==> src/rtl/sif_pkg.sv <==
package sif_pkg;

    localparam int HEADER_BYTES_DEF = 2;
    localparam int QUEUE_DEPTH_DEF  = 4;

    // input modes
    localparam logic MODE_START = 1'b0;
    localparam logic MODE_PARAM = 1'b1;

    // result status codes
    localparam logic [1:0] ST_OK       = 2'd0;
    localparam logic [1:0] ST_LEN_OVF  = 2'd1;
    localparam logic [1:0] ST_CAPACITY = 2'd2;

    // command kinds passed from front to back
    localparam logic [1:0] CMD_START  = 2'd0;
    localparam logic [1:0] CMD_REJECT = 2'd1;
    localparam logic [1:0] CMD_PARAM  = 2'd2;

    // config register indexes
    localparam logic REG_HEADER_BYTE = 1'b0;
    localparam logic REG_MAX_FRAME   = 1'b1;

    typedef struct packed {
        logic       mode;
        logic [7:0] device_id;
        logic [7:0] instruction_code;
        logic [7:0] param_count;
        logic [7:0] param_byte;
    } in_item_t;

    typedef struct packed {
        logic [7:0] out_byte;
        logic       run_last;
        logic       frame_end;
        logic [1:0] status;
        logic [7:0] frame_length;
    } res_item_t;

    typedef struct packed {
        logic [1:0] kind;
        logic       closes;   // checksum beat follows
        logic [7:0] b_data;   // device id, or parameter byte
        logic [7:0] b_len;
        logic [7:0] b_inst;
        logic [7:0] b_chk;
        logic [7:0] total;
        logic [1:0] status;
    } cmd_t;

endpackage

==> src/rtl/servo_instruction_packet_framer_unit.sv <==
// Channel   Handshake             Payload      Notes
// input     push / full           item         start or parameter byte
// result    empty / pop           result       one frame byte per beat
// config    psel/penable/pwrite   paddr/pwdata header_byte @0, max_frame_bytes @4
//
// Parameter beats stream at one per cycle unless full; the last one yields two result beats.
// A start yields HEADER_BYTES + 3 result beats (+1 with no parameters), one per cycle while
// pop keeps up, from the back end's single result register; a rejected start yields one.
// The command queue (QUEUE_DEPTH entries) lets the front keep accepting while the back drains.
// Reset clears frame state, queue pointers and the result valid flag; no clearing pass.
// full rises only when the command queue is full; a stalled pop holds the result.
module servo_instruction_packet_framer_unit #(
    parameter int HEADER_BYTES = sif_pkg::HEADER_BYTES_DEF,
    parameter int QUEUE_DEPTH  = sif_pkg::QUEUE_DEPTH_DEF
) (
    input  logic               clk,
    input  logic               rst_n,
    input  logic               push,
    output logic               full,
    input  sif_pkg::in_item_t  item,
    output logic               empty,
    input  logic               pop,
    output sif_pkg::res_item_t result,
    input  logic               psel,
    input  logic               penable,
    input  logic               pwrite,
    input  logic [2:0]         paddr,
    input  logic [31:0]        pwdata,
    output logic [31:0]        prdata,
    output logic               pready
);
    import sif_pkg::*;

    logic [7:0] header_byte_reg;
    logic [7:0] max_frame_reg;
    logic       cfg_wr;

    logic       cmd_push;
    cmd_t       cmd;
    cmd_t       head;
    logic       q_full;
    logic       q_empty;
    logic       q_pop;

    assign pready = 1'b1;
    assign cfg_wr = psel && penable && pwrite && pready;

    always_ff @(posedge clk or negedge rst_n)
    begin
        if (!rst_n)
        begin
            header_byte_reg <= 8'hFF;
            max_frame_reg   <= 8'hFF;
        end
        else if (cfg_wr)
        begin
            unique case (paddr[2])
                REG_HEADER_BYTE: header_byte_reg <= pwdata[7:0];
                REG_MAX_FRAME:   max_frame_reg   <= pwdata[7:0];
                default:         header_byte_reg <= header_byte_reg;
            endcase
        end
    end

    always_comb
    begin
        unique case (paddr[2])
            REG_HEADER_BYTE: prdata = {24'd0, header_byte_reg};
            REG_MAX_FRAME:   prdata = {24'd0, max_frame_reg};
            default:         prdata = 32'd0;
        endcase
    end

    assign full = q_full;

    sif_front #(
        .HEADER_BYTES (HEADER_BYTES)
    ) u_front (
        .clk             (clk),
        .rst_n           (rst_n),
        .push            (push),
        .item            (item),
        .q_full          (q_full),
        .max_frame_bytes (max_frame_reg),
        .cmd_push        (cmd_push),
        .cmd             (cmd)
    );

    sif_cmd_queue #(
        .DEPTH (QUEUE_DEPTH)
    ) u_queue (
        .clk     (clk),
        .rst_n   (rst_n),
        .wr_en   (cmd_push),
        .wr_data (cmd),
        .rd_en   (q_pop),
        .rd_data (head),
        .q_full  (q_full),
        .q_empty (q_empty)
    );

    sif_back #(
        .HEADER_BYTES (HEADER_BYTES)
    ) u_back (
        .clk         (clk),
        .rst_n       (rst_n),
        .head        (head),
        .q_empty     (q_empty),
        .q_pop       (q_pop),
        .header_byte (header_byte_reg),
        .pop         (pop),
        .empty       (empty),
        .result      (result)
    );

endmodule

==> src/rtl/sif_front.sv <==
module sif_front #(
    parameter int HEADER_BYTES = sif_pkg::HEADER_BYTES_DEF
) (
    input  logic             clk,
    input  logic             rst_n,
    input  logic             push,
    input  sif_pkg::in_item_t item,
    input  logic             q_full,
    input  logic [7:0]       max_frame_bytes,
    output logic             cmd_push,
    output sif_pkg::cmd_t    cmd
);
    import sif_pkg::*;

    logic       frame_open_reg, frame_open_next;
    logic [7:0] params_left_reg, params_left_next;
    logic [7:0] running_sum_reg, running_sum_next;
    logic [7:0] frame_total_reg, frame_total_next;

    logic       acc;
    logic [8:0] total9;
    logic [7:0] lenf;
    logic [7:0] start_sum;
    logic [7:0] param_sum;

    assign acc       = push && !q_full;
    assign total9    = {1'b0, item.param_count} + 9'(HEADER_BYTES + 4);
    assign lenf      = item.param_count + 8'd2;
    assign start_sum = item.device_id + lenf + item.instruction_code;
    assign param_sum = running_sum_reg + item.param_byte;

    always_comb
    begin
        frame_open_next  = frame_open_reg;
        params_left_next = params_left_reg;
        running_sum_next = running_sum_reg;
        frame_total_next = frame_total_reg;
        cmd_push         = 1'b0;
        cmd              = '0;
        if (acc)
        begin
            if (item.mode == MODE_START)
            begin
                frame_open_next = 1'b0;
                cmd_push        = 1'b1;
                if (total9[8])
                begin
                    cmd.kind   = CMD_REJECT;
                    cmd.status = ST_LEN_OVF;
                    cmd.total  = 8'd0;
                end
                else if (total9[7:0] > max_frame_bytes)
                begin
                    cmd.kind   = CMD_REJECT;
                    cmd.status = ST_CAPACITY;
                    cmd.total  = total9[7:0];
                end
                else
                begin
                    frame_total_next = total9[7:0];
                    params_left_next = item.param_count;
                    running_sum_next = start_sum;
                    frame_open_next  = (item.param_count != 8'd0);
                    cmd.kind   = CMD_START;
                    cmd.status = ST_OK;
                    cmd.closes = (item.param_count == 8'd0);
                    cmd.b_data = item.device_id;
                    cmd.b_len  = lenf;
                    cmd.b_inst = item.instruction_code;
                    cmd.b_chk  = ~start_sum;
                    cmd.total  = total9[7:0];
                end
            end
            else if (frame_open_reg)
            begin
                // drop parameters that arrive with no open frame
                cmd_push         = 1'b1;
                running_sum_next = param_sum;
                params_left_next = params_left_reg - 8'd1;
                cmd.kind   = CMD_PARAM;
                cmd.status = ST_OK;
                cmd.closes = (params_left_reg == 8'd1);
                cmd.b_data = item.param_byte;
                cmd.b_chk  = ~param_sum;
                cmd.total  = frame_total_reg;
                if (params_left_reg == 8'd1)
                begin
                    frame_open_next = 1'b0;
                end
            end
        end
    end

    always_ff @(posedge clk or negedge rst_n)
    begin
        if (!rst_n)
        begin
            frame_open_reg  <= 1'b0;
            params_left_reg <= 8'd0;
            running_sum_reg <= 8'd0;
            frame_total_reg <= 8'd0;
        end
        else
        begin
            frame_open_reg  <= frame_open_next;
            params_left_reg <= params_left_next;
            running_sum_reg <= running_sum_next;
            frame_total_reg <= frame_total_next;
        end
    end

    a_open_has_params: assert property (@(posedge clk) disable iff (!rst_n)
        frame_open_reg |-> params_left_reg != 8'd0)
        else $error("open frame with no parameters left");

    a_push_not_full: assert property (@(posedge clk) disable iff (!rst_n)
        cmd_push |-> !q_full)
        else $error("command pushed into full queue");

    a_open_total: assert property (@(posedge clk) disable iff (!rst_n)
        frame_open_reg |-> frame_total_reg >= 8'(HEADER_BYTES + 5))
        else $error("open frame total too small");

endmodule

==> src/rtl/sif_cmd_queue.sv <==
module sif_cmd_queue #(
    parameter int DEPTH = sif_pkg::QUEUE_DEPTH_DEF
) (
    input  logic          clk,
    input  logic          rst_n,
    input  logic          wr_en,
    input  sif_pkg::cmd_t wr_data,
    input  logic          rd_en,
    output sif_pkg::cmd_t rd_data,
    output logic          q_full,
    output logic          q_empty
);
    import sif_pkg::*;

    localparam int IW = (DEPTH > 1) ? $clog2(DEPTH) : 1;
    localparam int CW = $clog2(DEPTH + 1);

    cmd_t          slots [DEPTH];
    logic [IW-1:0] wr_ptr_reg, wr_ptr_next;
    logic [IW-1:0] rd_ptr_reg, rd_ptr_next;
    logic [CW-1:0] count_reg, count_next;
    logic          do_wr, do_rd;

    assign q_full  = (count_reg == CW'(DEPTH));
    assign q_empty = (count_reg == '0);
    assign do_wr   = wr_en && !q_full;
    assign do_rd   = rd_en && !q_empty;
    assign rd_data = slots[rd_ptr_reg];

    always_comb
    begin
        wr_ptr_next = wr_ptr_reg;
        rd_ptr_next = rd_ptr_reg;
        count_next  = count_reg;
        if (do_wr)
        begin
            wr_ptr_next = (wr_ptr_reg == IW'(DEPTH - 1)) ? '0 : wr_ptr_reg + 1'b1;
        end
        if (do_rd)
        begin
            rd_ptr_next = (rd_ptr_reg == IW'(DEPTH - 1)) ? '0 : rd_ptr_reg + 1'b1;
        end
        if (do_wr && !do_rd)
        begin
            count_next = count_reg + 1'b1;
        end
        else if (do_rd && !do_wr)
        begin
            count_next = count_reg - 1'b1;
        end
    end

    always_ff @(posedge clk or negedge rst_n)
    begin
        if (!rst_n)
        begin
            wr_ptr_reg <= '0;
            rd_ptr_reg <= '0;
            count_reg  <= '0;
        end
        else
        begin
            wr_ptr_reg <= wr_ptr_next;
            rd_ptr_reg <= rd_ptr_next;
            count_reg  <= count_next;
        end
    end

    always_ff @(posedge clk)
    begin
        if (do_wr)
        begin
            slots[wr_ptr_reg] <= wr_data;
        end
    end

endmodule

==> src/rtl/sif_back.sv <==
module sif_back #(
    parameter int HEADER_BYTES = sif_pkg::HEADER_BYTES_DEF
) (
    input  logic               clk,
    input  logic               rst_n,
    input  sif_pkg::cmd_t      head,
    input  logic               q_empty,
    output logic               q_pop,
    input  logic [7:0]         header_byte,
    input  logic               pop,
    output logic               empty,
    output sif_pkg::res_item_t result
);
    import sif_pkg::*;

    localparam int BW = $clog2(HEADER_BYTES + 4);
    localparam logic [BW-1:0] BEAT_ID   = BW'(HEADER_BYTES);
    localparam logic [BW-1:0] BEAT_LEN  = BW'(HEADER_BYTES + 1);
    localparam logic [BW-1:0] BEAT_INST = BW'(HEADER_BYTES + 2);
    localparam logic [BW-1:0] BEAT_CHK  = BW'(HEADER_BYTES + 3);

    logic [BW-1:0] beat_reg, beat_next;
    logic          out_valid_reg, out_valid_next;
    res_item_t     out_data_reg, out_data_next;

    logic          head_valid;
    logic          adv;
    logic          final_beat;
    res_item_t     beat_out;

    assign head_valid = !q_empty;
    assign adv        = head_valid && (!out_valid_reg || pop);

    always_comb
    begin
        beat_out              = '0;
        beat_out.status       = head.status;
        beat_out.frame_length = head.total;
        final_beat            = 1'b0;
        unique case (head.kind)
            CMD_START:
            begin
                if (beat_reg < BEAT_ID)
                begin
                    beat_out.out_byte = header_byte;
                end
                else if (beat_reg == BEAT_ID)
                begin
                    beat_out.out_byte = head.b_data;
                end
                else if (beat_reg == BEAT_LEN)
                begin
                    beat_out.out_byte = head.b_len;
                end
                else if (beat_reg == BEAT_INST)
                begin
                    beat_out.out_byte = head.b_inst;
                    beat_out.run_last = !head.closes;
                    final_beat        = !head.closes;
                end
                else
                begin
                    beat_out.out_byte  = head.b_chk;
                    beat_out.run_last  = 1'b1;
                    beat_out.frame_end = 1'b1;
                    final_beat         = 1'b1;
                end
            end
            CMD_PARAM:
            begin
                if (beat_reg == '0)
                begin
                    beat_out.out_byte = head.b_data;
                    beat_out.run_last = !head.closes;
                    final_beat        = !head.closes;
                end
                else
                begin
                    beat_out.out_byte  = head.b_chk;
                    beat_out.run_last  = 1'b1;
                    beat_out.frame_end = 1'b1;
                    final_beat         = 1'b1;
                end
            end
            default:
            begin
                // rejected start: one error beat
                beat_out.run_last = 1'b1;
                final_beat        = 1'b1;
            end
        endcase
    end

    always_comb
    begin
        beat_next      = beat_reg;
        out_valid_next = out_valid_reg && !pop;
        out_data_next  = out_data_reg;
        q_pop          = 1'b0;
        if (adv)
        begin
            out_valid_next = 1'b1;
            out_data_next  = beat_out;
            if (final_beat)
            begin
                beat_next = '0;
                q_pop     = 1'b1;
            end
            else
            begin
                beat_next = beat_reg + 1'b1;
            end
        end
    end

    always_ff @(posedge clk or negedge rst_n)
    begin
        if (!rst_n)
        begin
            beat_reg      <= '0;
            out_valid_reg <= 1'b0;
        end
        else
        begin
            beat_reg      <= beat_next;
            out_valid_reg <= out_valid_next;
        end
    end

    always_ff @(posedge clk)
    begin
        out_data_reg <= out_data_next;
    end

    assign empty  = !out_valid_reg;
    assign result = out_data_reg;

    a_beat_range: assert property (@(posedge clk) disable iff (!rst_n)
        beat_reg <= BEAT_CHK)
        else $error("beat counter out of range");

    a_idle_beat: assert property (@(posedge clk) disable iff (!rst_n)
        q_empty |-> beat_reg == '0)
        else $error("beat counter left mid-command with queue empty");

    a_end_is_last: assert property (@(posedge clk) disable iff (!rst_n)
        (out_valid_reg && out_data_reg.frame_end) |-> out_data_reg.run_last)
        else $error("frame end without run last");

endmodule

==> config.mk <==
export PLATFORM = sky130hd
export DESIGN_NAME = servo_instruction_packet_framer_unit
export DESIGN_NICKNAME = d
export VERILOG_FILES = /design/src/rtl/sif_pkg.sv /design/src/rtl/servo_instruction_packet_framer_unit.sv /design/src/rtl/sif_front.sv /design/src/rtl/sif_cmd_queue.sv /design/src/rtl/sif_back.sv
export SDC_FILE = /design/constraint.sdc
export NUM_CORES = 1
export LEC_CHECK = 0
export BUFFER_PORTS_ARGS = -buffer_cell sky130_fd_sc_hd__buf_4
export CORE_MARGIN = 4
export CORE_UTILIZATION = 40
export CTS_CLUSTER_SIZE = 25
export DETAILED_ROUTE_END_ITERATION = 6
export PLACE_DENSITY = 0.66
export SLEW_MARGIN = 0
export SYNTH_ARGS = -nofsm -noshare
export SYNTH_HDL_FRONTEND = slang
export SYNTH_SLANG_ARGS = --single-unit
==> constraint.sdc <==
create_clock -name clk -period 2.5 [get_ports clk]
set_input_delay 0.125 -clock clk [delete_from_list [all_inputs] [get_ports clk]]
set_output_delay 0.125 -clock clk [all_outputs]
set_load 0.05 [all_outputs]
==> impl_results.md, run 1 <==
* DR vias at roughly 7,400
* Slowest CP cell: mux4_2
* Placer's final routability congestion estimate at about 0.85
* Synth top area cells: edfxtp_1 51%, mux4_2 8.5%, dfrtp_1 7.6%
* WL per Instance at 19.98 um
* Routed WL at 28,050 um
* Logic pwr share at 0.401
* Largest net degree at the start of global routing at 53
* Vias/cell at 5.267
* Worst R2R Path Depth at 11
* Top cells by count, synth: 200 x edfxtp_1, 70 x nand2_1, 45 x inv_1, 45 x mux4_2, 45 x o21ai_0
* Final worst-path cycle share at 0.9896
* Initial Utilization at 0.4089
* Number of H-tree levels at 1
* Iter 0 DRT Violations at between 600 and 700
* Num rows at 62
* Layout area overhead at 24.98%
* Clock-pin slew on the worst setup and hold paths at around 0.060 ns
* DRC Markers at 0
* Vias in the first global route at 7,380
* Max-slew violations at 0
* Crit. path cell count at 11
* Sequential power share at 0.369
* Adder-Cell Fraction of Synth Area at 0.05379
* Post-synthesis mux area share at 0.1266
* Post-synthesis cell type count at 61
* Critical Path End Type: flop
* TNS Setup at 0 ns
* Synthesized cell area at around 12,000 um^2
* Internal power at ~11 mW
* Max FFs per register at 180
* First-pass GRT wire length at 43,290 um
* Crit start category: flop
* Syn Area/Cell at around 15 um^2
* Largest fanout on the critical path at 3
* Final net count at 1,120
* Clock Power Share at 0.230
* Max clock buf depth at 3
* Final setup vio count at 0
* Post-layout util at 0.5110
* Period minus WS final at between 2 and 2.5 ns
* Diodes inserted at 0
* Hold path depth at 2
* Root Buffer: clkbuf_16
* First-pass detailed-route iteration total at 5
* CP bufs+invs at 1
* Share of cells above drive strength 1 at 0.3539
* Post-DP HPWL at 20,310 um
* Largest family of logic cells by synthesized area: multiplexers
* Crit path top cell by count: xor2_1
* CTS sink count at between 200 and 300
* CTS tree: done
* Initial antenna violation count at 0
* Ys Warns at 0
* Die H at around 180 um
* Asr flop ratio synth at 0.2063
* Cell with the most instances after synthesis: edfxtp_1
* Die ar. at about 32,000 um^2
* CTS buffer count at 27
* Xor/xnor share of the synthesized area at 0.02109
* Max-cap violations at 0
* VDD IR max at between 0.6 and 0.7 mV
* Post-synthesis instance total at 816
* Simple-gate share of the synthesized area at 0.07056
* Detail Route Antenna Nets at 0
* Leak at between 5 and 6 nW
* PwrDens at between 1000 and 1500 nW/um^2
* Clock Latency Late Sink at approximately 0.53 ns
* Status: finished clean
* Final hold viol count at 0
* GR Overflow Total at 0
* Top FF cell, synth: edfxtp_1
* Final Instance Count excl. Fillers at between 1,000 and 1,500
* Clock Skews at 0.01165 ns
* Compound-Gate Fraction of Synth Area at 0.06624
* Register area share after synthesis at 0.6177
* Biggest register: u_queue.slots
* Worst Tran Pin Value at approximately 0.74 ns
* RSZ-0062 raised after global routing: true
* Hold Crit Class: in -> reg
* Num ports at 130
* Yosys reg bits at ~250
* Relative slew slack at 0.5039
* Cell family contributing the most delay on the critical path: multiplexers
* Port-buffer cells at between 70 and 80
* Worst Setup Path Type: reg -> reg
* Worst Path Required at 2.95 ns
* Synth area leader: edfxtp_1
* FMAX at roughly 0.4 GHz
* Post-synth EDFFs at 200
* Placeable Area at 29,010 um^2
* Gr usage total at 0.1682
* Switch share at 0.3428
* Placed Cells at ~1,300
* Crit-path cells: mux4_2 > xnor2_2 > nand3_1 > a21o_1 > nand2_2 > ha_4 > inv_2 > fa_2 > xor2_1 > nor2_1 > xor2_1
* Net Sw Power at around 5.8 mW
* Biggest cell delay along the critical path at roughly 0.57 ns
* Share of the synthesized area in the top cell type at 0.5063
* Die width at 180.2 um
* Arr. time, crit path at 2.92 ns
-- placed cells by master (no fill, tap or decap), types with 8 or more instances in the layout --
cell type / synthesis / layout
edfxtp_1: 200 / 200
buf_4: 25 / 159
nand2_1: 70 / 69
mux4_2: 45 / 45
o21ai_0: 45 / 40
inv_1: 45 / 37
nor2_1: 36 / 34
dfrtp_1: 36 / 34
ha_1: 35 / 30
mux2_2: 30 / 29
clkbuf_16: 0 / 28
conb_1: 2 / 25
a21oi_1: 24 / 19
dfstp_2: 16 / 16
nand3_1: 14 / 13
xor2_1: 13 / 13
dlygate4sd3_1: 0 / 13
buf_12: 0 / 13
xnor2_1: 13 / 12
mux2i_1: 12 / 11
and2_1: 15 / 10
inv_2: 1 / 9
a21o_1: 9 / 8
fa_1: 10 / 8
clkbuf_1: 18 / 8
-- cell type report --
type	count	area, um^2
Fill cell	2448	14190
Sequential cell	252	7330
Multi-Input combinational cell	482	4324
Timing Repair Buffer	191	1655
Clock buffer	35	705.7
Tap cell	384	480.5
Inverter	46	172.7
Clock inverter	14	157.7
-- worst paths after layout --
path	from	endpoint	slack, ns
worst max-delay path	u_queue.rd_ptr_reg[0]$_DFFE_PN0P_	u_queue.count_reg[2]$_DFFE_PN0P_	0.03
worst min-delay path	item[17]	u_queue.slots[2][19]$_DFFE_PP_	0.02
worst max register to register	u_queue.rd_ptr_reg[0]$_DFFE_PN0P_	u_queue.count_reg[2]$_DFFE_PN0P_	0.03
worst min register to register	u_front.frame_total_reg[2]$_DFFE_PN0P_	u_front.frame_total_reg[2]$_DFFE_PN0P_	0.48
max in group asynchronous	rst_n	u_queue.rd_ptr_reg[0]$_DFFE_PN0P_	1.77
min in group asynchronous	rst_n	u_back.beat_reg[1]$_DFFE_PN0P_	0.19
-- through the flow --
| stage | hold WS, ns | worst slack, ns | power [mW] | instance area [um^2] |
|---|---|---|---|---|
| 2_1_floorplan | -0.1706 | -0.1263 | 10.62 | 12120 |
| 3_3_place_gp | 0.2211 | -0.2976 | 12.70 | 13640 |
| 3_5_place_dp | 0.2278 | -0.3447 | 12.82 | 13640 |
| 4_1_cts | 0.01206 | -0.01079 | 16.80 | 14650 |
| 5_1_grt | 0.03323 | -0.1260 | 17.77 | 14830 |
| 6_report | 0.02160 | 0.02602 | 16.82 | 14830 |
-- layer usage --
metal / GRT usage / routed length [um] / vias to the layer above
met3: 0.02463 / 2127 / 28
met1: 0.2600 / 12940 / 3707
met4: 0.02753 / 309 / 0
li1: - / - / 3373
met2: 0.2590 / 12670 / 287
met5: 0 / 0 / -
-- power groups by stage --
stage | Clock (mW) | Sequential [mW] | Combinational [mW]
after floorplan | 0 | 6.71 | 3.90
after global routing | 4.15 | 6.30 | 7.32
after global placement | 0 | 6.24 | 6.45
after detailed placement | 0 | 6.27 | 6.55
final | 3.87 | 6.21 | 6.74
after CTS | 3.95 | 6.21 | 6.64
-- timing repair --
item	in CTS	in global routing
cloned	0	3
buffers inserted	2	3
endpoints found under the setup margin	49	150
hold buffers	13	0
gates resized for setup	10	24
pin swaps	9	8
hold endpoints to repair	55	0
-- cells by family after synthesis --
| family | Yosys count |
|---|---|
| flip-flops | 252 |
| AND/OR/NAND/NOR | 174 |
| AO/OA/AOI/OAI | 122 |
| buffers and inverters | 105 |
| multiplexers | 89 |
| adder cells (fa/ha/maj) | 45 |
| XOR/XNOR | 27 |
| other | 2 |
(Power assumes the default switching activity.)
==> run 2: changes to the inputs <==
--- a/config.mk
+++ b/config.mk
@@ -10,6 +10,7 @@
 export CORE_UTILIZATION = 40
 export CTS_CLUSTER_SIZE = 25
 export DETAILED_ROUTE_END_ITERATION = 6
+export GPL_TIMING_DRIVEN = 0
 export PLACE_DENSITY = 0.66
 export SLEW_MARGIN = 0
 export SYNTH_ARGS = -nofsm -noshare
==> run 2 against run 1 <==
The run now ends with setup timing left. Highest routed layer unchanged. Register-to-register slack got worse by 0.11 ns. Fmax fell by 4.2%. Hold slack got worse by 0.013 ns. Clock power fell by 1%.
==> impl_results.md, run 2 (same netlist as run 1, synthesis figures left out) <==
* Initial antenna violation count at 0 (unchanged)
* Post-DP HPWL at 18,960 um (-6.7%)
* CTS tree: done
* GRT Max-Usage Layer: met2
* Register area at 7328 um^2 (about the same)
* Filler Cell Count at 2,443 (-0.20%)
* Reg2Reg Setup Slack at -0.08 ns (-0.11 ns)
* Final setup vio count at 2 (+2)
* Placed Cells at 1,296 (-2.9%)
* Largest net degree at the start of global routing at 53 (unchanged)
* Placer's final routability congestion estimate at 0.8298 (-2.3%)
* Die H at 180.2 um (unchanged)
* Max FFs per register at 180 (unchanged)
* Final Instance Count excl. Fillers at 1,400 (-0.28%)
* VDD IR max at 0.5769 mV (-8.4%)
* Failing checks: setup timing
* Iter 0 DRT Violations at 583 (-5.7%)
* CTS buffer count at 26 (-3.7%)
* Worst Setup Path Type: reg -> reg
* CTS sink count at 252 (unchanged)
* WL per Instance at 19.86 um (-0.59%)
* Port-buffer cells at 73 (-6.4%)
* Reg2reg start: u_queue.rd_ptr_reg[0]$_DFFE_PN0P_
* Vias/cell at 5.186 (-1.5%)
* Largest fanout on the critical path at 3 (unchanged)
* Gr usage total at 0.1658 (-0.002464)
* Post-layout util at 0.5169 (+0.005865)
* Detail Route Antenna Nets at 0 (unchanged)
* Die ar. at 32,480 um^2 (unchanged)
* Num rows at 62 (unchanged)
* Max clock buf depth at 3 (unchanged)
* Critical Path End Type: flop
* Worst Setup Slack, final at -0.08210 ns (-0.1081 ns)
* Final Power at 16.75 mW (-0.45%)
* Relative slew slack at 0.5118 (+0.007967)
* Crit. Startpoint: u_queue.rd_ptr_reg[0]$_DFFE_PN0P_
* Die width at 180.2 um (unchanged)
* Arr. time, crit path at 3.03 ns (+0.11 ns)
* Multi-input logic area at 4579 um^2 (+5.9%)
* Number of H-tree levels at 1 (unchanged)
* RSZ-0062 raised after global routing: true
* Most common cell after layout, fill and taps aside: edfxtp_1
* Vias in the first global route at 7,324 (-0.76%)
* Final hold viol count at 0 (unchanged)
* Hold Crit Class: in -> reg
* DR vias at 7,261 (-1.8%)
* First-pass GRT wire length at 42,610 um (-1.6%)
* Final worst-path cycle share at 1.033 (+0.04325)
* GR Util met2 at 0.2590 (unchanged)
* Clock Latency Late Sink at 0.53 ns (about the same)
* Diodes inserted at 0 (unchanged)
* Initial Utilization at 0.4089 (unchanged)
* First-pass detailed-route iteration total at 4 (-1)
* Root Buffer: clkbuf_16
* CP Capture Point: u_queue.count_reg[2]$_DFFE_PN0P_
* Reg2reg end: u_queue.count_reg[2]$_DFFE_PN0P_
* Crit start category: flop
* FMAX at 0.3873 GHz (-4.2%)
* Biggest register: u_queue.slots
* Clock Skews at 0.01165 ns (-0.000001000 ns)
* Placeable Area at 29,010 um^2 (unchanged)
* Worst Min Path Start: item[22]
* Max-slew violations at 0 (unchanged)
* Worst Tran Pin Value at 0.7322 ns (-0.01195 ns)
* Worst Path Required at 2.95 ns (about the same)
* Status: finished with violations
* Most frequent cells in the layout: 200 x edfxtp_1, 119 x buf_4, 68 x nand2_1
* Share of cells above drive strength 1 at 0.3583 (+0.004346)
* Layout area overhead at 26.41%
* GR Util met3 at 0.03028 (+0.005652)
* Worst R2R Path Depth at 11 (unchanged)
* GR Overflow Total at 0 (unchanged)
* Num ports at 130 (unchanged)
* Final net count at 1,116 (-0.36%)
* DRC Markers at 0 (unchanged)
* Routed WL at 27,800 um (-0.88%)
* Leak at 5.802 nW (about the same)
* Max-cap violations at 0 (unchanged)
* Clock-pin slew on the worst setup and hold paths at 0.07 ns (about the same)
* Met1 usage at 0.2468 (-0.01320)
* Period minus WS final at 2.582 ns (+0.1081 ns)
* PwrDens at 1117 nW/um^2 (-1.6%)
run 2: layer usage:
layer | vias up | part of all wire
li1 | 3366 | -
met1 | 3612 | 0.46
met2 | 248 | 0.46
met3 | 35 | 0.067
met4 | 0 | 0.016
met5 | - | 0
run 2: area by class of cell:
type,instances,area share
well taps,384,0.03204
plain buffers,56,0.02920
repair buffers,131,0.07559
multi-input cells,482,0.3054
repair inverters,1,0.0003338
inverters,46,0.01210
flip-flops and latches,252,0.4887
clock inverters,21,0.01160
clock buffers,27,0.04506
run 2: worst max-delay path, cell delays in order (launching register included):
cell	delay [ns]
dfrtp_2	0.41
mux4_2	0.58
xnor2_2	0.15
nand3_1	0.11
a21o_4	0.25
nand2_8	0.09
ha_4	0.14
inv_2	0.03
fa_2	0.32
xor2_1	0.14
nor2_1	0.12
xor2_1	0.16
run 2: where the power goes:
| group | total (mW) | leakage [nW] | switching (mW) | internal [mW] |
|---|---|---|---|---|
| clock | 3.82 | 0.410 | 1.63 | 2.18 |
| combinational | 6.74 | 2.90 | 3.87 | 2.86 |
| sequential | 6.19 | 2.49 | 0.433 | 5.76 |
| total | 16.7 | 5.80 | 5.94 | 10.8 |
run 2: how the worst min path moves through the flow:
stage               slack (ns)                        endpoint  cells past startpoint
floorplan                -0.17  u_back.beat_reg[0]$_DFFE_PN0P_                      0
finish                   0.008  u_queue.slots[2][24]$_DFFE_PP_                      2
CTS                      0.001  u_queue.slots[2][24]$_DFFE_PP_                      2
global route              0.02  u_queue.slots[3][35]$_DFFE_PP_                      3
global placement          0.22  u_back.beat_reg[1]$_DFFE_PN0P_                      1
detailed placement        0.23  u_back.beat_reg[1]$_DFFE_PN0P_                      1
run 2: what timing repair did:
item,CTS,global route
cloned,1,3
endpoints found under the setup margin,317,189
pin swaps,13,18
hold buffers,23,10
resized for setup,43,78
endpoints found under the hold margin,76,21
buffers inserted,9,13
run 2: through the flow:
step / setup TNS, ns / setup slack (ns) / area (um^2) / hold slack (ns)
after floorplan: -2.403 / -0.1263 / 12120 / -0.1706
after CTS: -2.411 / -0.09881 / 14420 / 0.001410
after global routing: -1.530 / -0.1903 / 15000 / 0.01825
after global placement: -170.94 / -0.9416 / 13150 / 0.2230
final: -0.1266 / -0.08210 / 15000 / 0.008111
after detailed placement: -176.46 / -0.9720 / 13150 / 0.2272
==> run 3: changes to the inputs <==
--- a/config.mk
+++ b/config.mk
@@ -5,12 +5,12 @@
 export SDC_FILE = /design/constraint.sdc
 export NUM_CORES = 1
 export LEC_CHECK = 0
+export ABC_AREA = 1
 export BUFFER_PORTS_ARGS = -buffer_cell sky130_fd_sc_hd__buf_4
 export CORE_MARGIN = 4
 export CORE_UTILIZATION = 40
 export CTS_CLUSTER_SIZE = 25
 export DETAILED_ROUTE_END_ITERATION = 6
-export GPL_TIMING_DRIVEN = 0
 export PLACE_DENSITY = 0.66
 export SLEW_MARGIN = 0
 export SYNTH_ARGS = -nofsm -noshare
==> run 3 against run 2 <==
Highest routed layer unchanged. Sequential share of layout area down 0.98 points. Total power is 1.9% higher. Critical path type unchanged. Clock power down 3%. Via count up 30%. The flow now finishes without violations.
==> impl_results.md, run 3 <==
* Status: finished clean
* Slowest CP cell: dfrtp_2
* Clock Latency Late Sink at 0.54 ns (about the same)
* Final setup vio count at 0 (-2)
* Reg2Reg Setup Slack at 0.07 ns (+0.15 ns)
* Final Instance Count excl. Fillers at 1,873 (+34%)
* DR vias at 9,444 (+30%)
* Most frequent cells in the layout: 337 x nand2_1, 200 x edfxtp_1, 179 x buf_4
* FMAX at 0.4109 GHz (+6.1%)
* Register area share after synthesis at 0.5852 (-0.03247)
* Final net count at 1,576 (+41%)
* Max-cap violations at 0 (unchanged)
* Post-synthesis cell type count at 53 (-13%)
* Die H at 184.9 um (+2.6%)
* Hold endpoint: u_queue.slots[1][24]$_DFFE_PP_
* Crit-path cells: buf_12 > buf_4 > nor2_1 > nor2_1 > o21ai_1 > nand2_1 > nand2_1 > nand3_1 > nand2_2 > nand3_4 > ha_4 > inv_2 > fa_1 > mux2_2
* Final worst-path cycle share at 0.9735 (-0.05933)
* Syn Area/Cell at 9.898 um^2 (-32%)
* Max FFs per register at 180 (unchanged)
* Biggest register: u_queue.slots
* Hold Crit Class: in -> reg
* Yosys reg bits at 252 (unchanged)
* CTS buffer count at 27 (+3.8%)
* Layout Cell Area excl Fill at 15,300 um^2 (+2.1%)
* Clock-pin slew on the worst setup and hold paths at 0.06 ns (about the same)
* Ys Warns at 0 (unchanged)
* Share of cells above drive strength 1 at 0.2160 (-0.1423)
* Die ar. at 34,200 um^2 (+5.3%)
* Asr flop ratio synth at 0.2063 (unchanged)
* Vias/cell at 5.042 (-2.8%)
* Critical Path End Type: flop
* PwrDens at 1115 nW/um^2 (-0.15%)
* First-pass GRT wire length at 50,490 um (+18%)
* Gr usage total at 0.1889 (+0.02314)
* Pre-CTS setup slack at -0.2583 ns (+0.7137 ns)
* Biggest cell delay along the critical path at 0.43 ns (-0.15 ns)
* Die width at 184.9 um (+2.6%)
* Period minus WS final at 2.434 ns (-0.1483 ns)
* Relative slew slack at 0.4401 (-0.07171)
* Initial Utilization at 0.4072 (-0.001689)
* Worst Path Required at 2.92 ns (-0.03 ns)
* Leak at 6.562 nW (+13%)
* Top cells by count, synth: 337 x nand2_1, 200 x edfxtp_1, 110 x nand3_1, 102 x inv_1, 90 x o21ai_0
* Number of H-tree levels at 1 (unchanged)
* Synthesized cell area at 12,520 um^2 (+5.5%)
* CTS sink count at 252 (unchanged)
* Cell with the most instances after synthesis: nand2_1
* Most common cell after layout, fill and taps aside: nand2_1
* Hold path depth at 3 (+1)
* Port-buffer cells at 78 (+6.8%)
* Initial antenna violation count at 0 (unchanged)
* Worst Min Path Start: item[22]
* VDD IR max at 0.4984 mV (-14%)
* Placer's final routability congestion estimate at 0.9131 (+10%)
* DRC Markers at 0 (unchanged)
* Share of the synthesized area in the top cell type at 0.4797 (-0.02661)
* Worst Tran Pin Value at 0.8310 ns (+0.09879 ns)
* WL per Instance at 17.40 um (-12%)
* Iter 0 DRT Violations at 748 (+28%)
* Final Power at 17.06 mW (+1.9%)
* Worst R2R Path Depth at 14 (+3)
* Synth top area cells: edfxtp_1 48%, nand2_1 10%, dfrtp_1 7.2%
* CTS tree: done
* Arr. time, crit path at 2.85 ns (-0.18 ns)
* Worst Setup Path Type: reg -> reg
* Detail Route Antenna Nets at 0 (unchanged)
* Post-layout util at 0.4977 (-0.01918)
* Layout area overhead at 22.22%
* Largest fanout on the critical path at 4 (+1)
* Post-synthesis instance total at 1,265 (+55%)
* Synth area leader: edfxtp_1
* RSZ-0062 raised after global routing: true
* Largest net degree at the start of global routing at 53 (unchanged)
* Top FF cell, synth: edfxtp_1
* First-pass detailed-route iteration total at 5 (+1)
* Num rows at 64 (+3.2%)
* Vias in the first global route at 9,121 (+25%)
* GR Overflow Total at 0 (unchanged)
* Crit start category: flop
* Post-DP HPWL at 22,440 um (+18%)
* Max-slew violations at 0 (unchanged)
* Reg2reg start: u_queue.rd_ptr_reg[0]$_DFFE_PN0P_
* Placeable Area at 30,750 um^2 (+6.0%)
* Clock Skews at 0.01124 ns (-0.0004065 ns)
* Post-synth EDFFs at 200 (unchanged)
* Worst Setup Slack, final at 0.06623 ns (+0.1483 ns)
* Placed Cells at 1,796 (+39%)
* Final hold viol count at 0 (unchanged)
* Routed WL at 32,590 um (+17%)
* Reg2reg end: u_queue.count_reg[1]$_DFFE_PN0P_
* Num ports at 130 (unchanged)
* Root Buffer: clkbuf_16
* Diodes inserted at 0 (unchanged)
* Placed inst area at 14,130 um^2 (+7.5%)
* Max clock buf depth at 3 (unchanged)
-- run 3: cell count changes in the layout (fill, tap and decap cells not counted), sizes merged, moves of 48 or more --
cell and change:
buf +48, o21ai +61, nor2 +59, inv +68
nand3 +100, nand2 +283
-- run 3: how the worst max path moves through the flow --
stage                     depth (start not counted)                              start  slack (ns)                               end
after floorplan                                   5   u_queue.count_reg[2]$_DFFE_PN0P_       -0.68     u_queue.slots[0][0]$_DFFE_PP_
final                                            14  u_queue.rd_ptr_reg[0]$_DFFE_PN0P_        0.07  u_queue.count_reg[1]$_DFFE_PN0P_
after global routing                             14  u_queue.rd_ptr_reg[0]$_DFFE_PN0P_       -0.07  u_queue.count_reg[1]$_DFFE_PN0P_
after CTS                                        15  u_queue.rd_ptr_reg[0]$_DFFE_PN0P_       0.006  u_queue.count_reg[2]$_DFFE_PN0P_
after global placement                           11                            item[9]       -0.16    u_queue.slots[3][12]$_DFFE_PP_
after detailed placement                         13                            item[9]       -0.26    u_queue.slots[0][16]$_DFFE_PP_
-- run 3: layout make-up --
| type | count | area, um^2 |
|---|---|---|
| clock buffer | 32 | 714.4 |
| clock inverter | 18 | 112.6 |
| fill | 2769 | 15450 |
| inverter | 117 | 447.9 |
| multi-input combinational | 851 | 4516 |
| sequential | 252 | 7328 |
| tap | 396 | 495.5 |
| timing repair buffer | 207 | 1689 |
-- run 3: stage by stage --
step	TNS (ns)	hold slack, ns
after floorplan	-121.76	-0.1706
after CTS	0	0.0006849
final	0	0.01054
after detailed placement	-15.50	0.2492
after global placement	-5.720	0.2467
after global routing	-0.1328	0.01287
-- run 3: logic make-up after synthesis --
family                     count (synthesis)  share of synthesized area
xor gates and xnor gates                  15                    0.01049
AOI/OAI and AO/OA                        173                    0.07675
adders and majority gates                 45                    0.05096
muxes                                      1                  0.0008993
buffers and inverters                    185                    0.07045
other                                      2                  0.0005998
DFF                                      252                     0.5852
and+or+nand+nor                          592                     0.2047
-- run 3: power by group --
part	internal [mW]	switching (mW)	leakage, nW
Clock	2.05	1.66	0.395
Combinational	2.47	4.79	3.67
Sequential	5.71	0.386	2.50
-- run 3: repair_timing --
item	CTS	global route
pin swaps	2	2
hold endpoints to repair	69	0
setup endpoints to repair	2	105
resized for setup	4	17
hold buffers	20	0
setup buffers	6	1
-- run 3: critical path, delay by kind of cell, from the launching register on --
kind                     cells  cell delay (ns)
multiplexers                 1             0.27
buffers and inverters        3             0.34
AND/OR/NAND/NOR              7             0.61
adder cells (fa/ha/maj)      2             0.57
flip-flops                   1             0.43
AO/OA/AOI/OAI                1             0.08
-- run 3: per-layer routing --
metal / global-route usage / up-vias / routed length [um]
met1: 0.2643 / 4485 / 14240
met5: 0 / - / 0
met2: 0.3151 / 317 / 15670
met3: 0.02376 / 42 / 1891
li1: - / 4600 / -
met4: 0.04786 / 0 / 784
